## src/fcgi_pkg.sv

```systemverilog
// Shared constants and codes for the FastCGI record deframer.
package fcgi_pkg;

  localparam int BYTE_W   = 8;
  localparam int IDENT_W  = 16;
  localparam int LEN_W    = 16;
  localparam int KIND_W   = 2;
  localparam int PHASE_W  = 2;
  localparam int HDR_CNT_W = 3;
  localparam int OUT_W    = BYTE_W + IDENT_W;

  // Header byte positions
  localparam logic [HDR_CNT_W-1:0] HDR_TYPE     = 3'd1;
  localparam logic [HDR_CNT_W-1:0] HDR_ID_HI    = 3'd2;
  localparam logic [HDR_CNT_W-1:0] HDR_ID_LO    = 3'd3;
  localparam logic [HDR_CNT_W-1:0] HDR_LEN_HI   = 3'd4;
  localparam logic [HDR_CNT_W-1:0] HDR_LEN_LO   = 3'd5;
  localparam logic [HDR_CNT_W-1:0] HDR_PAD      = 3'd6;
  localparam logic [HDR_CNT_W-1:0] HDR_LAST     = 3'd7;

  localparam logic [PHASE_W-1:0] PHASE_HEADER  = 2'd0;
  localparam logic [PHASE_W-1:0] PHASE_CONTENT = 2'd1;
  localparam logic [PHASE_W-1:0] PHASE_PADDING = 2'd2;

  localparam logic [BYTE_W-1:0] TYPE_END_REQUEST = 8'd3;
  localparam logic [BYTE_W-1:0] TYPE_STDOUT      = 8'd6;
  localparam logic [BYTE_W-1:0] TYPE_STDERR      = 8'd7;

  localparam logic [KIND_W-1:0] KIND_STDOUT   = 2'd0;
  localparam logic [KIND_W-1:0] KIND_STDERR   = 2'd1;
  localparam logic [KIND_W-1:0] KIND_END_OK   = 2'd2;
  localparam logic [KIND_W-1:0] KIND_END_FAIL = 2'd3;

endpackage

```

## src/fastcgi_record_deframer_top.sv

```systemverilog
// FastCGI record deframer: splits responder bytes into tagged stream beats.
//
//   channel  dir  beat contents
//   s_axis   in   tdata[7:0] received byte
//   m_axis   out  tdata {request id, data byte}, tuser kind, tlast record end
//
// One byte per cycle sustained unless the output stalls. A byte is registered on acceptance and decoded
// into the result register once the result register can advance.
// s_axis_tready drops only while both the input and result registers are full
// and m_axis_tready is low. rst (synchronous) returns to the header phase and
// clears the end-of-response flag.
module fastcgi_record_deframer_top (
  input  logic                        clk,
  input  logic                        rst,
  input  logic                        s_axis_tvalid,
  output logic                        s_axis_tready,
  input  logic [fcgi_pkg::BYTE_W-1:0] s_axis_tdata,   // [7:0] rx_byte
  output logic                        m_axis_tvalid,
  input  logic                        m_axis_tready,
  output logic [fcgi_pkg::OUT_W-1:0]  m_axis_tdata,   // [7:0] data_byte, [23:8] request_ident
  output logic                        m_axis_tlast,   // last_of_record
  output logic [fcgi_pkg::KIND_W-1:0] m_axis_tuser    // [1:0] out_kind
);
  import fcgi_pkg::*;

  // input register
  logic              in_valid;
  logic [BYTE_W-1:0] in_byte;

  // record state
  logic [PHASE_W-1:0]   phase, phase_next;
  logic [HDR_CNT_W-1:0] header_count, header_count_next;
  logic [BYTE_W-1:0]    record_type, record_type_next;
  logic [IDENT_W-1:0]   record_ident, record_ident_next;
  logic [LEN_W-1:0]     content_length, content_length_next;
  logic [BYTE_W-1:0]    padding_length, padding_length_next;
  logic [LEN_W-1:0]     bytes_left, bytes_left_next;
  logic                 finished, finished_next;

  // result register
  logic               out_valid;
  logic [KIND_W-1:0]  out_kind;
  logic [BYTE_W-1:0]  out_byte;
  logic               out_last;
  logic [IDENT_W-1:0] out_ident;

  logic               emit;
  logic [KIND_W-1:0]  emit_kind;
  logic [BYTE_W-1:0]  emit_byte;
  logic               emit_last;

  logic advance;
  logic process;
  logic [LEN_W-1:0] left_dec;

  assign advance       = !out_valid || m_axis_tready;
  assign process       = in_valid && advance;
  assign s_axis_tready = !in_valid || advance;
  assign left_dec      = bytes_left - LEN_W'(1);

  always_comb begin
    phase_next          = phase;
    header_count_next   = header_count;
    record_type_next    = record_type;
    record_ident_next   = record_ident;
    content_length_next = content_length;
    padding_length_next = padding_length;
    bytes_left_next     = bytes_left;
    finished_next       = finished;
    emit      = 1'b0;
    emit_kind = KIND_STDOUT;
    emit_byte = '0;
    emit_last = 1'b0;

    if (!finished) begin
      if (phase == PHASE_CONTENT) begin
        if (record_type == TYPE_STDOUT || record_type == TYPE_STDERR) begin
          emit      = 1'b1;
          emit_kind = (record_type == TYPE_STDOUT) ? KIND_STDOUT : KIND_STDERR;
          emit_byte = in_byte;
          emit_last = (bytes_left == LEN_W'(1));
        end
        bytes_left_next = left_dec;
        if (left_dec == '0) begin
          if (padding_length != '0) begin
            phase_next      = PHASE_PADDING;
            bytes_left_next = LEN_W'(padding_length);
          end else begin
            phase_next      = PHASE_HEADER;
            bytes_left_next = '0;
          end
        end
      end else if (phase == PHASE_PADDING) begin
        bytes_left_next = left_dec;
        if (left_dec == '0) phase_next = PHASE_HEADER;
      end else begin
        // header phase, also the unused phase code
        phase_next = PHASE_HEADER;
        unique case (header_count)
          HDR_TYPE:   record_type_next = in_byte;
          HDR_ID_HI:  record_ident_next = {in_byte, record_ident[BYTE_W-1:0]};
          HDR_ID_LO:  record_ident_next = {record_ident[IDENT_W-1:BYTE_W], in_byte};
          HDR_LEN_HI: content_length_next = {in_byte, content_length[BYTE_W-1:0]};
          HDR_LEN_LO: content_length_next = {content_length[LEN_W-1:BYTE_W], in_byte};
          HDR_PAD:    padding_length_next = in_byte;
          default:    ;
        endcase
        if (header_count != HDR_LAST) begin
          header_count_next = header_count + HDR_CNT_W'(1);
        end else begin
          header_count_next = '0;
          // zero length wins over the end-request type
          if (content_length == '0) begin
            finished_next = 1'b1;
            emit          = 1'b1;
            emit_kind     = KIND_END_FAIL;
          end else if (record_type == TYPE_END_REQUEST) begin
            finished_next = 1'b1;
            emit          = 1'b1;
            emit_kind     = KIND_END_OK;
          end else begin
            phase_next      = PHASE_CONTENT;
            bytes_left_next = content_length;
          end
        end
      end
    end
  end

  always_ff @(posedge clk) begin
    if (rst) begin
      in_valid       <= 1'b0;
      out_valid      <= 1'b0;
      phase          <= PHASE_HEADER;
      header_count   <= '0;
      record_type    <= '0;
      record_ident   <= '0;
      content_length <= '0;
      padding_length <= '0;
      bytes_left     <= '0;
      finished       <= 1'b0;
    end else begin
      if (s_axis_tvalid && s_axis_tready) begin
        in_valid <= 1'b1;
      end else if (process) begin
        in_valid <= 1'b0;
      end

      if (advance) out_valid <= process && emit;

      if (process) begin
        phase          <= phase_next;
        header_count   <= header_count_next;
        record_type    <= record_type_next;
        record_ident   <= record_ident_next;
        content_length <= content_length_next;
        padding_length <= padding_length_next;
        bytes_left     <= bytes_left_next;
        finished       <= finished_next;
      end
    end
  end

  always_ff @(posedge clk) begin
    if (s_axis_tvalid && s_axis_tready) in_byte <= s_axis_tdata;
    if (process && emit) begin
      out_kind  <= emit_kind;
      out_byte  <= emit_byte;
      out_last  <= emit_last;
      out_ident <= record_ident_next;
    end
  end

  assign m_axis_tvalid = out_valid;
  assign m_axis_tdata  = {out_ident, out_byte};
  assign m_axis_tlast  = out_last;
  assign m_axis_tuser  = out_kind;

endmodule

```

## config.mk

```make
export PLATFORM = sky130hd
export DESIGN_NAME = fastcgi_record_deframer_top
export DESIGN_NICKNAME = d
export VERILOG_FILES = /design/src/fcgi_pkg.sv /design/src/fastcgi_record_deframer_top.sv
export SDC_FILE = /design/constraint.sdc
export NUM_CORES = 1
export LEC_CHECK = 0
export CORE_MARGIN = 2
export CORE_UTILIZATION = 50
export CTS_BUF_LIST = sky130_fd_sc_hd__clkbuf_8
export DETAILED_ROUTE_END_ITERATION = 10
export DONT_BUFFER_PORTS = 1
export PLACE_DENSITY_LB_ADDON = 0.25
export SYNTH_ARGS = -nofsm -noshare
export SYNTH_HDL_FRONTEND = slang
export SYNTH_SLANG_ARGS = --single-unit
```

## constraint.sdc

```tcl
create_clock -name clk -period 4.03 [get_ports clk]
set_clock_uncertainty 0.15 [all_clocks]
set_input_delay 0.403 -clock clk [delete_from_list [all_inputs] [get_ports clk]]
set_output_delay 0.403 -clock clk [all_outputs]
set_load 0.005 [all_outputs]
```

# Word level (Yosys, flattened, before mapping)
# Cells that the tools add are included.
# Widths: inputs -> output; s select.
classes:
  add_sub_neg: 2
  n_eq_ne: 18
  muxes: 39
  bitwise_logic: 6
  reduce_logical: 20
ops:
  columns: ["operator", "count"]
  rows:
  - ["$mux 16", 9]
  - ["$pmux 16 s2", 2]
  - ["$logic_not 16->1", 2]
  - ["$mux 2", 10]
  - ["$eq 16x1->1 const B", 1]
  - ["$eq 8x3->1 const B", 2]
  - ["$mux 1", 16]
  - ["$sub 16x1->16 const B", 1]
  - ["$reduce_and 5->1", 3]
  - ["$ne 3x3->1 const B", 4]
  - ["$reduce_and 6->1", 2]
  - ["$eq 3x3->1 const B", 3]
  - ["$eq 8x2->1 const B", 1]
  - ["$mux 8", 1]
  - ["$reduce_and 4->1", 2]
  - ["$reduce_bool 8->1", 1]
  - ["$eq 3x2->1 const B", 2]
  - ["$not 1->1", 6]
  - ["$add 3x1->3 const B", 1]
  - ["$eq 3x1->1 const B", 1]
  - ["$logic_and 1x1->1", 3]
  - ["$logic_or 1x1->1", 3]
  - ["$mux 3", 1]
  - ["$reduce_or 3->1", 1]
  - ["other kinds (6)", 7]
word_totals:
  reg_bits: 107
  inputBits: 12
  out_inout_bits: 29
  elab_cells: 101

# Depth between registers and ports, before layout
logic_depth:
  ltp_word: 8
  ltp_mapped: 12
  ltp_nobuf: 9

# Worst setup path before layout
# OpenSTA, ideal clock, no wires.
synth_path:
  kind: "register to register"
  start: "register bytes_left[0]"
  end: "register phase[1]"
  arrival_ns: 2.664
  required_time_ns: 3.763
  slack_ns: 1.099
  stages_incl_launch_ff: 13
  n_path_buf: 3
  synth_period_minus_slack_ns: 2.931
  path_cell_list: "dfxtp_1 > buf_6 > inv_1 > ha_1 > clkbuf_1 > nor3b_1 > xor2_1 > a2111oi_2 > nand4_1 > nor3_1 > buf_4 > o21ai_0 > a32o_1"
synth_via:
  elab_chain_cells: 4
  elab_cells_between_ends: 5
  cone_classes: "add/sub: 1; eq/ne: 2; reduce/logical: 2"
synth_rtl:
  columns: ["item", "line", "rtl"]
  rows:
  - ["from (decl)", "fastcgi_record_deframer_top.sv:37", "logic [LEN_W-1:0] bytes_left, bytes_left_next;"]
  - ["from (signal assigned)", "fastcgi_record_deframer_top.sv:158", "bytes_left <= bytes_left_next;"]
  - ["$sub 16x1->16 (*)", "fastcgi_record_deframer_top.sv:59", "assign left_dec = bytes_left - LEN_W'(1);"]
  - ["$logic_not 16->1 (*)", "fastcgi_record_deframer_top.sv:84, fastcgi_record_deframer_top.sv:95", null]
  - ["$ne 2x2->1 (no source line) / $ne 2x1->1 (equally long branches)", null, null]
  - ["$reduce_and 4->1 (no source line) (*)", null, null]
  - ["to (signal assigned)", "fastcgi_record_deframer_top.sv:152", "phase <= phase_next;"]
  - ["to (decl)", "fastcgi_record_deframer_top.sv:31", "logic [PHASE_W-1:0] phase, phase_next;"]
# Every way passes the cells marked *; elsewhere a longest branch is shown, timed or not.
# A chain may end at the register's enable or synchronous reset.

# Final worst setup path
layout_path:
  start: "register bytes_left[1]"
  end: "register phase[1]"
# Same word-level chain as after synthesis.

==> impl_metrics.toml <==
[timing]
rsz0062_at_grt = "no"
fmax_ghz = 0.305
min_period_over_period_pct = 81.4
slew_headroom_pct = 51.2
min_period_ns = 3.28
setup-tns-final_ns = 0
finalSetupViolCount = 0
tightest_slew_ns = 0.731
finalHoldViolations = 0
drv_slew = 0

[pwr]
peakVddDrop_mv = 0.244
p_switching_w = 0.000418
power_frac_comb_pct = 2.9
switching_share_pct = 22.6
cellLeakagePower_nw = 1.98
powerDensity_mw_per_mm2 = 345
seqPwrFrac_pct = 62.0
power.share.clock_pct = 35.2
p_int_w = 0.00143

[clocking]
cts_buffers = 9
cts_sinks = 107
clockBufferDepth = 2
ctsResizeCount = 0
htree_levels = 3
path_clk_slew_ns = 0.10
cts_tree = "done"
cts_root_buf = "clkbuf_8"
clock_latency_ns = 0.37

[setup_path]
end_kind = "flip-flop"
crit_fanout = 11
crit_type = "flip-flop to flip-flop"
critical-path-max-stage-delay_ns = 0.66
critPathSlowestCell = "nor3b_1"
cp_cell_sequence = "inv_1 > ha_1 > nor3b_1 > xor2_1 > a2111oi_2 > nand4_1 > nor3_1 > buf_4 > o21ai_0 > a32o_1"
crit_required_ns = 4.15
crit_buf_inv = 2
path_delay_family = "simple AND/OR/NAND/NOR gates"
cp-start-kind = "flip-flop"
arrival_ns = 3.40
reg2regPathDepth = 10
crit_cells = 10

[die]
die_area_sq_mm = 0.0107
start_util_pct = 51.0
core-area_sq_mm = 0.00968
ioPinCount = 41
rows = 36
die_w_microns = 103
die_h_microns = 103

[layout]
synthToLayoutAreaGrowth_pct = 8.23
drive_above_1_share_pct = 7.00
fillers = 870
nNetsFinal = 532
multi_input_area_sq_mm = 0.00227
final_cell_mix = "nor2_1, dfxtp_1, nand2_1, edfxtp_1"
final_cell_area_sq_mm = 0.00535
regArea_sq_mm = 0.00249
num_antenna_cells = 0
stdcell_count = 647
postLayoutCoreUtil_pct = 55.2
layout_commonest_cell = "nor2_1"

[place]
dpl_cell_area_sq_mm = 0.00503
portBuffers = 0
place_congestion = 0.947
dp.cells = 621
hpwl_mm = 7.75

[global_routing]
grt_max_degree = 68
grt_usage_pct = 23.3
antenna_found_initial = 0
grt_pass1_vias = 3694
overflow = 0
grt_pass1_wl_mm = 19.0

[logic_synthesis]
avgSynthCellArea_sq_um = 9.66
synth_edf_count = 35
synth-seq-area-share_pct = 50.5
syn-instance-count = 511
ys_seq_elements = 107
synth-main-ff-cell = "dfxtp_1"
netlist_area_sq_mm = 0.00494
ys_warn_count = 0
synth.distinct_cells = 56
ys_async_sr_fraction_pct = 0
synth_fp_nets = 534

[status]
status = "finished, final reports clean"

[routing]
wl_met2_mm = 5.61
postRouteAntennaNets = 0
first_pass_iters = 5
routed_wirelength_mm = 11.6
wl_per_cell_microns = 17.9
via_per_inst = 5.93
dr.max_layer_used = "met4"
drt-met1-wl_mm = 5.24
dr_wl_met3_microns = 511
drt_iter0_drc = 225
vias = 3839
drc_errors = 0

[min_path]
hold_path.class = "input pin to flip-flop"
min_path_cells = 2

[flow_run]
drv_cap = 0
[final cells by class]
cell class	count	area share (%)
clock buffers	9	2.32
multi-input cells	361	42.5
inverters	12	0.843
repair buffers	18	3.32
flip-flops and latches	107	46.6
clock inverters	7	1.31
well taps	133	3.11
[timing repair]
action                                 in CTS  in global routing
setup buffers                               0                  0
hold buffers                               10                  0
endpoints found under the hold margin      75                  0
[worst reg2reg max path, stage by stage, from the launching register on]
cell and delay [ns]:
dfxtp_1 0.37, inv_1 0.14, ha_1 0.37, nor3b_1 0.66
xor2_1 0.16, a2111oi_2 0.37, nand4_1 0.20, nor3_1 0.18
buf_4 0.21, o21ai_0 0.10, a32o_1 0.28
[sequential cells by signal, indices dropped and copies added (netlist names)]
name,count
bytes_left,16
content_length,16
finished,1
header_count,3
in_byte,8
in_valid,1
m_axis_tlast,1
m_axis_tuser,2
m_axis_tvalid,1
out_byte,8
out_ident,16
padding_length,8
phase,2
record_ident,16
record_type,8
[path summary, 6_finish.rpt]
kind	from	to	slack, ns
min	m_axis_tready	m_axis_tvalid$_SDFFE_PP0P_	0.09
max reg2reg	bytes_left[1]$_SDFFE_PP0P_	phase[1]$_SDFFE_PP0P_	0.75
max	bytes_left[1]$_SDFFE_PP0P_	phase[1]$_SDFFE_PP0P_	0.75
min reg2reg	padding_length[5]$_SDFFE_PP0P_	padding_length[5]$_SDFFE_PP0P_	0.34
[cell usage after synthesis (all sizes together) (2+ instances only)]
master   number  area (sq um)
or2           2          15.0
o211ai        4          30.0
nor4         13          81.3
nor2b         3          18.8
and2         12          75.1
nor2         74           278
o22ai         2          12.5
nand4         6          37.5
o32ai         2          17.5
buf           7          41.3
a211oi        4          35.0
clkbuf       24          90.1
mux2i        33           330
ha           11           138
a31oi         7          43.8
xor2          6          52.6
or3           4          26.3
nand3b        5          37.5
nand2b        4          25.0
edfxtp       35          1050
nand3        18          90.1
or4           4          41.3
a22oi        10          75.1
a31o          2          17.5
a21oi        34           174
nand2        36           135
a2111oi       4          41.3
nor3          6          30.0
dfxtp        72          1440
o21ai        18          90.1
and3          2          12.5
inv          12          45.0
nor3b         4          30.0
xnor2         3          26.3
a22o         16           140
[power groups by stage]
stage                     registers, W  clock network [W]   logic, W
after floorplan                0.00115                  0  0.0000347
after global placement         0.00117                  0  0.0000310
after detailed placement       0.00117                  0  0.0000320
after CTS                      0.00114           0.000664  0.0000522
after global routing           0.00115           0.000704  0.0000577
final                          0.00114           0.000649  0.0000526
[per-layer routing]
metal  up-vias  GRT usage, %
met4         0          7.89
met2       101          38.5
li1       1849             -
met5         -             0
met1      1875          30.7
met3        14          4.44
[logic make-up (layout without fill, tap and decap cells)]
logic type      after synthesis  after routing  share of synthesized area, %
fa+ha+maj                    11             11                          2.79
compound gates              112            112                          15.4
simple gates                196            196                          19.5
buf+inv                      43             46                          3.57
xor+xnor                      9              9                          1.60
mux                          33             33                          6.69
flops                       107            107                          50.5
[stage by stage]
stage	total power [W]	setup slack [ns]	hold WS (ns)
3_5_place_dp	0.00120	0.809	0.323
2_1_floorplan	0.00119	1.10	0.297
6_report	0.00185	0.749	0.0871
4_1_cts	0.00186	0.789	0.0695
3_3_place_gp	0.00120	1.02	0.308
5_1_grt	0.00191	0.490	0.110
Note: power is estimated with default switching activity, not from simulation.
